`src/rtl/core/mmic_pkg.sv`:
```
// Shared types and constants for the magnetometer min/max iron calibration block.
package mmic_pkg;

  localparam int unsigned SAMPLE_BITS_DEF     = 16;
  localparam int unsigned SCALE_FRAC_BITS_DEF = 12;

  localparam int unsigned SCALE_W = 16;
  localparam logic [SCALE_W-1:0] SCALE_MAX = {SCALE_W{1'b1}};

  typedef enum logic [1:0] {
    ST_IDLE,
    ST_LOAD,
    ST_DIV,
    ST_DONE
  } mmic_state_e;

  typedef struct packed {
    logic start;
    logic step;
  } div_ctrl_t;

endpackage

```
`src/rtl/core/mmic_extrema.sv`:
```
// Running maximum and minimum of one axis, with its range and hard-iron offset.
module mmic_extrema #(
  parameter int unsigned SAMPLE_BITS = mmic_pkg::SAMPLE_BITS_DEF
) (
  input  logic                   clk_i,
  input  logic                   rst_ni,
  input  logic                   upd_i,
  input  logic                   restart_i,
  input  logic [SAMPLE_BITS-1:0] sample_i,
  output logic [SAMPLE_BITS-1:0] range_o,
  output logic [SAMPLE_BITS:0]   offset_o
);
  import mmic_pkg::*;

  logic [SAMPLE_BITS-1:0] max_q, max_d;
  logic [SAMPLE_BITS-1:0] min_q, min_d;
  logic [SAMPLE_BITS-1:0] base_max, base_min;
  logic [SAMPLE_BITS:0]   max_x, min_x;

  // restart clears the extrema before the sample is compared
  assign base_max = restart_i ? '0 : max_q;
  assign base_min = restart_i ? '0 : min_q;

  always_comb begin
    max_d = max_q;
    min_d = min_q;
    if (upd_i) begin
      max_d = ($signed(sample_i) > $signed(base_max)) ? sample_i : base_max;
      min_d = ($signed(sample_i) < $signed(base_min)) ? sample_i : base_min;
    end
  end

  always_ff @(posedge clk_i or negedge rst_ni) begin
    if (!rst_ni) begin
      max_q <= '0;
      min_q <= '0;
    end else begin
      max_q <= max_d;
      min_q <= min_d;
    end
  end

  assign max_x = {max_q[SAMPLE_BITS-1], max_q};
  assign min_x = {min_q[SAMPLE_BITS-1], min_q};

  // max >= 0 >= min, so the range always fits SAMPLE_BITS unsigned bits
  assign range_o  = max_q - min_q;
  assign offset_o = max_x + min_x;

endmodule

```
`src/rtl/core/mmic_div_lane.sv`:
```
// Bit-serial restoring divider lane: (total << frac) / (3 * range), saturated.
module mmic_div_lane #(
  parameter int unsigned SAMPLE_BITS     = mmic_pkg::SAMPLE_BITS_DEF,
  parameter int unsigned SCALE_FRAC_BITS = mmic_pkg::SCALE_FRAC_BITS_DEF
) (
  input  logic                      clk_i,
  input  mmic_pkg::div_ctrl_t       ctrl_i,
  input  logic [SAMPLE_BITS+1:0]    total_i,
  input  logic [SAMPLE_BITS-1:0]    range_i,
  output logic [mmic_pkg::SCALE_W-1:0] scale_o
);
  import mmic_pkg::*;

  localparam int unsigned TW = SAMPLE_BITS + 2;
  localparam int unsigned NW = TW + SCALE_FRAC_BITS;

  logic [NW-1:0]      dvd_q, dvd_d;
  logic [TW-1:0]      dvs_q, dvs_d;
  logic [TW-1:0]      rem_q, rem_d;
  logic [SCALE_W-1:0] quo_q, quo_d;
  logic               ovf_q, ovf_d;
  logic [TW:0]        trial;
  logic [TW:0]        diff;
  logic               qbit;

  assign trial = {rem_q, dvd_q[NW-1]};
  assign diff  = trial - {1'b0, dvs_q};
  assign qbit  = !diff[TW];

  always_comb begin
    dvd_d = dvd_q;
    dvs_d = dvs_q;
    rem_d = rem_q;
    quo_d = quo_q;
    ovf_d = ovf_q;
    if (ctrl_i.start) begin
      dvd_d = {total_i, {SCALE_FRAC_BITS{1'b0}}};
      dvs_d = {1'b0, range_i, 1'b0} + {2'b00, range_i};
      rem_d = '0;
      quo_d = '0;
      ovf_d = 1'b0;
    end else if (ctrl_i.step) begin
      dvd_d = {dvd_q[NW-2:0], 1'b0};
      rem_d = qbit ? diff[TW-1:0] : trial[TW-1:0];
      // a quotient bit pushed past the top means the scale saturates
      ovf_d = ovf_q | quo_q[SCALE_W-1];
      quo_d = {quo_q[SCALE_W-2:0], qbit};
    end
  end

  always_ff @(posedge clk_i) begin
    dvd_q <= dvd_d;
    dvs_q <= dvs_d;
    rem_q <= rem_d;
    quo_q <= quo_d;
    ovf_q <= ovf_d;
  end

  assign scale_o = ovf_q ? SCALE_MAX : quo_q;

endmodule

```
`src/rtl/core/mag_min_max_iron_calibration.sv`:
```
// Each word is one three-axis sample; the block folds it into per-axis running
// extrema (both starting at zero, cleared first when restart is set) and returns
// one result word with offsets max+min and soft-iron scales
// floor(2^SCALE_FRAC_BITS*(dx+dy+dz)/(3*d)), saturated, zero for a zero-range axis.
// From acceptance, a sample goes through these steps: the extrema update on the
// accepting edge, the dividers are loaded, three restoring divider lanes each
// retire one quotient bit per cycle until the quotient is done, and the result
// moves into the output register. One sample is in work at a time; the next
// one is taken the cycle after the result is loaded, so no new sample is taken
// until the last one is through. A finished result waits in the output register
// while the next sample is accepted; a result still unread there holds the block
// in its last step until the output side takes it.
module mag_min_max_iron_calibration #(
  parameter int unsigned SAMPLE_BITS     = mmic_pkg::SAMPLE_BITS_DEF,
  parameter int unsigned SCALE_FRAC_BITS = mmic_pkg::SCALE_FRAC_BITS_DEF
) (
  input  logic                         clk_i,
  input  logic                         rst_ni,
  input  logic                         in_valid_i,
  output logic                         in_ready_o,
  input  logic [SAMPLE_BITS-1:0]       sample_x_i,
  input  logic [SAMPLE_BITS-1:0]       sample_y_i,
  input  logic [SAMPLE_BITS-1:0]       sample_z_i,
  input  logic                         restart_i,
  output logic                         out_valid_o,
  input  logic                         out_ready_i,
  output logic [SAMPLE_BITS:0]         offset_x_o,
  output logic [SAMPLE_BITS:0]         offset_y_o,
  output logic [SAMPLE_BITS:0]         offset_z_o,
  output logic [mmic_pkg::SCALE_W-1:0] scale_x_o,
  output logic [mmic_pkg::SCALE_W-1:0] scale_y_o,
  output logic [mmic_pkg::SCALE_W-1:0] scale_z_o,
  output logic [2:0]                   degenerate_axes_o
);
  import mmic_pkg::*;

  localparam int unsigned TW    = SAMPLE_BITS + 2;
  localparam int unsigned NW    = TW + SCALE_FRAC_BITS;
  localparam int unsigned CNT_W = $clog2(NW);
  localparam logic [CNT_W-1:0] CNT_LAST = CNT_W'(NW - 1);

  mmic_state_e state_q, state_d;
  logic [CNT_W-1:0] cnt_q, cnt_d;
  div_ctrl_t div_ctrl;
  logic accept, out_load;

  logic [SAMPLE_BITS-1:0] range_x, range_y, range_z;
  logic [SAMPLE_BITS:0]   off_x, off_y, off_z;
  logic [TW-1:0]          total;
  logic [SCALE_W-1:0]     lscale_x, lscale_y, lscale_z;
  logic [2:0]             degen;

  logic                   out_valid_q, out_valid_d;
  logic [SAMPLE_BITS:0]   off_x_q, off_y_q, off_z_q;
  logic [SCALE_W-1:0]     scale_x_q, scale_y_q, scale_z_q;
  logic [2:0]             degen_q;

  assign accept = in_valid_i && in_ready_o;

  mmic_extrema #(.SAMPLE_BITS(SAMPLE_BITS)) u_ext_x (
    .clk_i, .rst_ni, .upd_i(accept), .restart_i,
    .sample_i(sample_x_i), .range_o(range_x), .offset_o(off_x)
  );
  mmic_extrema #(.SAMPLE_BITS(SAMPLE_BITS)) u_ext_y (
    .clk_i, .rst_ni, .upd_i(accept), .restart_i,
    .sample_i(sample_y_i), .range_o(range_y), .offset_o(off_y)
  );
  mmic_extrema #(.SAMPLE_BITS(SAMPLE_BITS)) u_ext_z (
    .clk_i, .rst_ni, .upd_i(accept), .restart_i,
    .sample_i(sample_z_i), .range_o(range_z), .offset_o(off_z)
  );

  assign total = {2'b00, range_x} + {2'b00, range_y} + {2'b00, range_z};

  mmic_div_lane #(.SAMPLE_BITS(SAMPLE_BITS), .SCALE_FRAC_BITS(SCALE_FRAC_BITS)) u_div_x (
    .clk_i, .ctrl_i(div_ctrl), .total_i(total), .range_i(range_x), .scale_o(lscale_x)
  );
  mmic_div_lane #(.SAMPLE_BITS(SAMPLE_BITS), .SCALE_FRAC_BITS(SCALE_FRAC_BITS)) u_div_y (
    .clk_i, .ctrl_i(div_ctrl), .total_i(total), .range_i(range_y), .scale_o(lscale_y)
  );
  mmic_div_lane #(.SAMPLE_BITS(SAMPLE_BITS), .SCALE_FRAC_BITS(SCALE_FRAC_BITS)) u_div_z (
    .clk_i, .ctrl_i(div_ctrl), .total_i(total), .range_i(range_z), .scale_o(lscale_z)
  );

  assign degen = {range_z == '0, range_y == '0, range_x == '0};

  // next state
  always_comb begin
    state_d = state_q;
    cnt_d   = cnt_q;
    case (state_q)
      ST_IDLE: begin
        if (in_valid_i) state_d = ST_LOAD;
      end
      ST_LOAD: begin
        state_d = ST_DIV;
        cnt_d   = '0;
      end
      ST_DIV: begin
        cnt_d = cnt_q + CNT_W'(1);
        if (cnt_q == CNT_LAST) state_d = ST_DONE;
      end
      ST_DONE: begin
        if (!out_valid_q || out_ready_i) state_d = ST_IDLE;
      end
      default: state_d = ST_IDLE;
    endcase
  end

  // control outputs
  always_comb begin
    in_ready_o     = 1'b0;
    div_ctrl.start = 1'b0;
    div_ctrl.step  = 1'b0;
    out_load       = 1'b0;
    case (state_q)
      ST_IDLE: in_ready_o     = 1'b1;
      ST_LOAD: div_ctrl.start = 1'b1;
      ST_DIV:  div_ctrl.step  = 1'b1;
      ST_DONE: out_load       = !out_valid_q || out_ready_i;
      default: ;
    endcase
  end

  always_ff @(posedge clk_i or negedge rst_ni) begin
    if (!rst_ni) begin
      state_q     <= ST_IDLE;
      cnt_q       <= '0;
      out_valid_q <= 1'b0;
    end else begin
      state_q     <= state_d;
      cnt_q       <= cnt_d;
      out_valid_q <= out_valid_d;
    end
  end

  always_comb begin
    out_valid_d = out_valid_q;
    if (out_load)         out_valid_d = 1'b1;
    else if (out_ready_i) out_valid_d = 1'b0;
  end

  always_ff @(posedge clk_i) begin
    if (out_load) begin
      off_x_q   <= off_x;
      off_y_q   <= off_y;
      off_z_q   <= off_z;
      scale_x_q <= degen[0] ? '0 : lscale_x;
      scale_y_q <= degen[1] ? '0 : lscale_y;
      scale_z_q <= degen[2] ? '0 : lscale_z;
      degen_q   <= degen;
    end
  end

  assign out_valid_o       = out_valid_q;
  assign offset_x_o        = off_x_q;
  assign offset_y_o        = off_y_q;
  assign offset_z_o        = off_z_q;
  assign scale_x_o         = scale_x_q;
  assign scale_y_o         = scale_y_q;
  assign scale_z_o         = scale_z_q;
  assign degenerate_axes_o = degen_q;

`ifndef NO_ASSERTIONS
  // one sample in work at a time
  a_single_item: assert property (@(posedge clk_i) disable iff (!rst_ni)
    in_valid_i && in_ready_o |=> !in_ready_o)
    else $error("second word accepted while a sample is in work");

  // zero range means max = min = 0, so offset and scale are both zero
  a_degen_x: assert property (@(posedge clk_i) disable iff (!rst_ni)
    out_valid_o && degenerate_axes_o[0] |-> offset_x_o == '0 && scale_x_o == '0)
    else $error("degenerate x axis with nonzero offset or scale");

  a_degen_z: assert property (@(posedge clk_i) disable iff (!rst_ni)
    out_valid_o && degenerate_axes_o[2] |-> offset_z_o == '0 && scale_z_o == '0)
    else $error("degenerate z axis with nonzero offset or scale");

  // a new result only appears after the divider has finished
  a_result_after_div: assert property (@(posedge clk_i) disable iff (!rst_ni)
    $rose(out_valid_o) |-> $past(state_q == ST_DONE))
    else $error("result word raised outside of the done state");
`endif

endmodule
```
`config.mk`:
```
export PLATFORM = sky130hd
export DESIGN_NAME = mag_min_max_iron_calibration
export DESIGN_NICKNAME = d
export VERILOG_FILES = /design/src/rtl/core/mmic_pkg.sv /design/src/rtl/core/mmic_extrema.sv /design/src/rtl/core/mmic_div_lane.sv /design/src/rtl/core/mag_min_max_iron_calibration.sv
export SDC_FILE = /design/constraint.sdc
export NUM_CORES = 1
export LEC_CHECK = 0
export BUFFER_PORTS_ARGS = -buffer_cell sky130_fd_sc_hd__buf_2
export CAP_MARGIN = 20
export CORE_UTILIZATION = 47
export CTS_CLUSTER_SIZE = 28
export DETAILED_ROUTE_END_ITERATION = 6
export PLACE_DENSITY = 0.61
export SYNTH_ARGS = -nofsm -noshare
export SYNTH_HDL_FRONTEND = slang
export SYNTH_SLANG_ARGS = --single-unit
```
`constraint.sdc`:
```
create_clock -name clk_i -period 6.5 [get_ports clk_i]
set_input_delay 0.65 -clock clk_i [delete_from_list [all_inputs] [get_ports clk_i]]
set_output_delay 0.65 -clock clk_i [all_outputs]
set_load 0.02 [all_outputs]
```
# After elaboration in Yosys (flattened, before gate mapping)
# Cells that the tools add are included.
# Widths: inputs -> output; s select.
[classes] div=0 addsub=15 shift=0 multipliers=0 eq_ne=7 n_mux=35 n_reduce_logical=14 order_cmp=6 bitwise=3
[ops] op="$mux 16" count=15
[ops] op="$mux 30" count=6
[ops] op="$add 17x16->18" count=4
[ops] op="$add 16x16->17" count=4
[ops] op="$sub 19x18->19" count=3
[ops] op="$mux 18" count=3
[ops] op="$gt 16x16->1" count=3
[ops] op="$logic_not 16->1" count=3
[ops] op="$lt 16x16->1" count=3
[ops] op="$sub 16x16->16" count=3
[ops] op="$pmux 5 s2" count=1
[ops] op="$pmux 2 s4" count=1
[ops] op="$mux 1" count=6
[ops] op="$mux 2" count=3
[ops] op="$ne 2x2->1 const B" count=3
[ops] op="$reduce_bool 2->1" count=3
[ops] op="$add 5x1->5 const B" count=1
[ops] op="$eq 5x5->1 const B" count=1
[ops] op="$eq 2x2->1 const B" count=2
[ops] op="$logic_not 1->1" count=4
[ops] op="$or 1x1->1" count=3
[ops] op="$reduce_and 3->1" count=1
[ops] op="$eq 2x1->1 const B" count=1
[ops] op="$logic_not 2->1" count=1
[ops] op="2 further kinds" count=2
[word_totals] latch_bits=0 wordCells=111 in_bits=53 romBits=0 regBits=419 ramBits=0 n_memories=0

# Logic depth before layout (Yosys ltp)
[depth] word_depth=4 depth_mapped=24 mapped_depth_nobuf=24

# By module
# A second synthesis with hierarchy kept.
[unflattened] cells_unflattened=3149 hier_area_um2=30168.9
[by_module_without_submodules] mod="mmic_div_lane at u_div_y ..." cells_per_inst=459 instances=2 seq_area_each_um2=1781.7 area_per_inst_um2=4488.1
[by_module_without_submodules] mod="mag_min_max_iron_calibration" cells_per_inst=341 instances=1 seq_area_each_um2=3263.1 area_per_inst_um2=5001.0
[by_module_without_submodules] mod="mmic_div_lane at u_div_x" cells_per_inst=457 instances=1 seq_area_each_um2=1781.7 area_per_inst_um2=4539.4
[by_module_without_submodules] mod="mmic_extrema at u_ext_z" cells_per_inst=525 instances=1 seq_area_each_um2=800.8 area_per_inst_um2=4068.9
[by_module_without_submodules] mod="mmic_extrema at u_ext_x" cells_per_inst=462 instances=1 seq_area_each_um2=800.8 area_per_inst_um2=3852.4
[by_module_without_submodules] mod="mmic_extrema at u_ext_y" cells_per_inst=446 instances=1 seq_area_each_um2=800.8 area_per_inst_um2=3731.1

# Least setup slack after synthesis
# Ideal clock, no wire load.
[synth_path] path_kind="reg2reg" from="register u_ext_y.max_q[0]" to="register u_div_y.dvd_q[27] (data pin)" t_arrival_ps=4282 path_slack_ps=1942 n_path_buf=0 synth_period_minus_slack_ps=4558 stages_incl_launch_ff=21 t_required_ps=6224 setup_ps=276 path_cell_list="dfrtp_1 inv_1 ha_1 inv_1 fa_1 a21o_1 a21oi_1 nor2_1 o21a_1 o311a_1 nor3_1 xnor2_1 xor2_1 ha_1 ha_1 and2_1 a22o_1 a211oi_1 nor2_1 a2111oi_0 a211oi_1"
[synth_via] elab_chain_cells=4
[synth_lines] item="start, declared" line_no="mmic_extrema.sv:15" source="logic [SAMPLE_BITS-1:0] max_q, max_d;"
[synth_lines] item="start signal, assigned" line_no="mmic_extrema.sv:38" source="max_q <= max_d;"
[synth_lines] item="$sub 16x16->16" line_no="mmic_extrema.sv:47" source="assign range_o = max_q - min_q;"
[synth_lines] item="$add 16x16->17" line_no="mag_min_max_iron_calibration.sv:73" source="assign total = {2'b00, range_x} + {2'b00, range_y} + {2'b00, range_z};"
[synth_lines] item="$add 17x16->18" line_no="mag_min_max_iron_calibration.sv:73"
[synth_lines] item="$mux 30" line_no="mmic_div_lane.sv:36" source="if (ctrl_i.start) begin"
[synth_lines] item="end signal, assigned" line_no="mmic_div_lane.sv:52" source="dvd_q <= dvd_d;"
[synth_lines] item="end, declared" line_no="mmic_div_lane.sv:17" source="logic [NW-1:0] dvd_q, dvd_d;"
# No other way between the ends.
# A chain may end at the register's enable or synchronous reset.

# Worst setup path in the final report
[layout_path] from="register u_ext_x.max_q[0]" to="register u_div_y.dvd_q[27] (data pin)"
[layout_via] elab_chain_cells=4
[layout_lines] item="start, declared" line_no="mmic_extrema.sv:15"
[layout_lines] item="start signal, assigned" line_no="mmic_extrema.sv:38"
[layout_lines] item="$sub 16x16->16" line_no="mmic_extrema.sv:47"
[layout_lines] item="$add 16x16->17" line_no="mag_min_max_iron_calibration.sv:73"
[layout_lines] item="$add 17x16->18" line_no="mag_min_max_iron_calibration.sv:73"
[layout_lines] item="$mux 30" line_no="mmic_div_lane.sv:36"
# No other way between the ends.

==> impl_metrics.ini <==
[clocking]
cts_resized = 0
insertion_delay_ps = 590
holdBufCountCts = 0
cts_tree = yes
cts_buffer_depth = 3
ctsHtreeMaxLevel = 2
cts_buffers = 45
cts-root-buf = clkbuf_16
post-cts-setup-buffer-count = 0
clkTransAtPathRegs_ps = 60
cts.sink_count = 383

[synth]
synth_edf_count = 174
synth-seq-cells = 383
synthMuxAreaShare_pct = 4.35
synth_nets = 3302
async_reset_ff_share_pct = 27.2
syn_area_um2 = 27500
ys_types = 95
synth_compound_area_share_pct = 16.7
synthFlopType = edfxtp_1
post_synth.cell_area_avg_um2 = 9.53
synthAdderAreaFrac_pct = 17.1
seq_area_frac_synth_pct = 36.1
syn_inst = 2888
synth_top_family_by_area = adder cells
synthSimpleGateAreaFrac_pct = 14.1
synth-warning-count = 0
synth_xor_area_share_pct = 5.89

[floorplan]
design.die.area_um2 = 59500
row_count = 88
dieHeight_um = 244
core_area_um2 = 57800
start_util_pct = 47.6
io_pins = 157
fp.dieW_um = 244

[worst_setup_path]
cp-end-kind = flop
path_max_fanout = 5
crit_type = flop to flop
arrival_ps = 5710
startpoint_type = flop
r2r_slack_ps = 1080
crit_required_ps = 6780

[run]
max_cap_violations = 0

[sta]
hold_violations = 0
finalSetupViolations = 0
period_share_pct = 83.4
rsz0062_at_grt = no
fin_skew_ps = 22.8
fmax_mhz = 184
slew_headroom_pct = 31.9
setup_tns_ps = 0
min_period_ps = 5420
worst_pin_slew_ps = 1020
slew_violations = 0

[grt]
track_usage_pct = 21.6
overflow = 0
antenna_found_initial = 1
grt_pass1_wl_mm = 105
grt_max_degree = 91
first_global_vias = 20279

[placement]
placed_cells = 3732
place.port_buffers = 156
place.gp.congestion = 0.927
post_dp_cell_area_um2 = 29000
hpwl_mm = 49.6

[outcome]
status = complete, no violations

[routing]
drt-pass1-iter-count = 5
routed_wl_mm = 65.0
viasPerCell = 5.45
drtIter0Drc = 1118
wire_per_inst_um = 17.0
drtAntennaViolNets = 0
drc = 0
vias = 20806

[layout]
antenna_cells = 0
stdcell_area_um2 = 30500
synthToLayoutAreaGrowth_pct = 10.8
layout.cells.non_filler = 3816
final_nets = 3429
drive_gt1_share_pct = 10.3

[min_path]
worstHoldPathType = input pin to asynchronous set/reset pin
-- metrics by stage --
step           hold WS (ps)  worst slack (ps)  util [%]
2_1_floorplan           354              1940         -
3_3_place_gp            480              1390      50.2
3_5_place_dp            480              1190      50.2
4_1_cts                25.5              1170      52.7
5_1_grt                50.4               732      52.8
6_report               28.5              1080      52.8
-- cells in the final DEF, fill, tap and decap left out, types with 11 or more instances in the layout --
cell and count:
edfxtp_1 174, o2bb2ai_1 17, a21o_1 52, dfrtp_1 104
xnor2_1 136, nor3_1 45, clkbuf_1 14, mux2_2 14
nand2_1 122, buf_4 20, clkbuf_16 47, nand2b_1 114
a22o_1 50, o31ai_1 13, or3_1 17, a211oi_1 59
ha_1 335, a31oi_1 26, buf_2 155, a21oi_1 143
nor2b_1 35, nand3_1 29, fa_1 24, o211ai_1 12
o221ai_1 17, mux2i_1 104, nand3b_1 11, and2_1 22
a21boi_0 12, o21bai_1 23, xor2_1 39, nand4_1 24
o21a_1 37, inv_1 299, dfxtp_1 105, nor2_1 328
o21ai_0 83
-- registers in the layout, summed over array words and instances (netlist names), 16 cells and up --
name and count:
offset_z_o 17, scale_y_o 16, u_div_y.quo_q 16, u_div_x.rem_q 18, u_div_z.rem_q 18, u_div_y.rem_q 18, offset_x_o 17, offset_y_o 17
u_ext_y.max_q 16, scale_z_o 16, u_div_y.dvd_q 17, u_div_x.quo_q 16, u_div_z.quo_q 16, u_ext_x.max_q 16, u_ext_y.min_q 16, scale_x_o 16
u_ext_z.max_q 16, u_div_x.dvs_q 18, u_div_y.dvs_q 18, u_ext_x.min_q 16, u_ext_z.min_q 16, u_div_z.dvs_q 18
-- final cells by class --
type                    count  area (um2)
clock buffers              65        1280
clock inverters            18         184
fillers                  5239       27300
inverters                 301        1130
multi-input cells        2106       16000
flip-flops and latches    383        9930
well taps                 765         957
repair buffers            178         985
-- synthesized netlist by cell type, types with 10 or more instances --
cell / number / share of area [%]
a211oi_1: 59 / 1.6
a21boi_0: 12 / 0.33
a21o_1: 52 / 1.4
a21oi_1: 143 / 2.6
a22o_1: 50 / 1.6
a31oi_1: 26 / 0.59
and2_1: 23 / 0.52
and3_1: 10 / 0.23
clkbuf_1: 73 / 1.0
dfrtp_1: 104 / 9.5
dfxtp_1: 105 / 7.6
edfxtp_1: 174 / 19
fa_1: 24 / 1.7
ha_1: 337 / 15
inv_1: 299 / 4.1
mux2_2: 14 / 0.57
mux2i_1: 104 / 3.8
nand2_1: 122 / 1.7
nand2b_1: 114 / 2.6
nand3_1: 29 / 0.53
nand3b_1: 11 / 0.30
nand4_1: 24 / 0.55
nor2_1: 328 / 4.5
nor2b_1: 35 / 0.80
nor3_1: 45 / 0.82
nor4_1: 10 / 0.23
o2111ai_1: 10 / 0.32
o211ai_1: 12 / 0.33
o21a_1: 37 / 1.0
o21ai_0: 83 / 1.5
o21bai_1: 23 / 0.63
o221ai_1: 17 / 0.54
o2bb2ai_1: 17 / 0.54
o31ai_1: 13 / 0.35
or3_1: 17 / 0.39
xnor2_1: 136 / 4.3
xor2_1: 39 / 1.2
-- critical path, stage by stage (launching register included) --
cell and delay, ps:
dfrtp_1 400, inv_1 100, ha_1 190, inv_1 60
fa_1 420, a21oi_1 210, nor2_1 120, nor4b_1 400
or3_1 240, nand2b_1 70, a21o_1 220, xnor2_1 430
inv_1 150, xnor2_1 170, ha_1 210, a21o_1 160
ha_1 210, or3_1 350, a211oi_1 310, nor2_1 90
a2111oi_0 520, a211oi_1 110
-- final timing paths --
check / startpoint / endpoint / cells past startpoint
max: u_ext_x.max_q[0] / u_div_y.dvd_q[27] / 21
min: rst_ni / state_q[1] / 1
max reg2reg: u_ext_x.max_q[0] / u_div_y.dvd_q[27] / 21
min reg2reg: u_div_z.rem_q[1] / u_div_z.rem_q[1] / 2
max in group asynchronous: rst_ni / u_ext_x.min_q[10] / 2
min in group clk_i: sample_x_i[12] / u_ext_x.max_q[12] / 3
-- cells by family (layout without fill, tap and decap cells) --
logic type | after synthesis | after routing
flip-flops | 383 | 383
XOR/XNOR | 179 | 179
AO/OA/AOI/OAI | 646 | 646
adder cells (fa/ha/maj) | 361 | 361
multiplexers | 118 | 118
AND/OR/NAND/NOR | 802 | 802
buffers and inverters | 399 | 562
-- routing by layer --
| layer | GRT usage (%) | wire, um | up-vias |
|---|---|---|---|
| met5 | 0 | 12 | - |
| met4 | 6.27 | 1640 | 2 |
| met3 | 2.81 | 2540 | 95 |
| met2 | 34.7 | 29300 | 384 |
| met1 | 30.4 | 31600 | 9879 |
| li1 | - | - | 10446 |
Power is left out: the tool's default activity adds up to more than one toggle a clock period on the data nets, which glitch-free logic cannot reach.
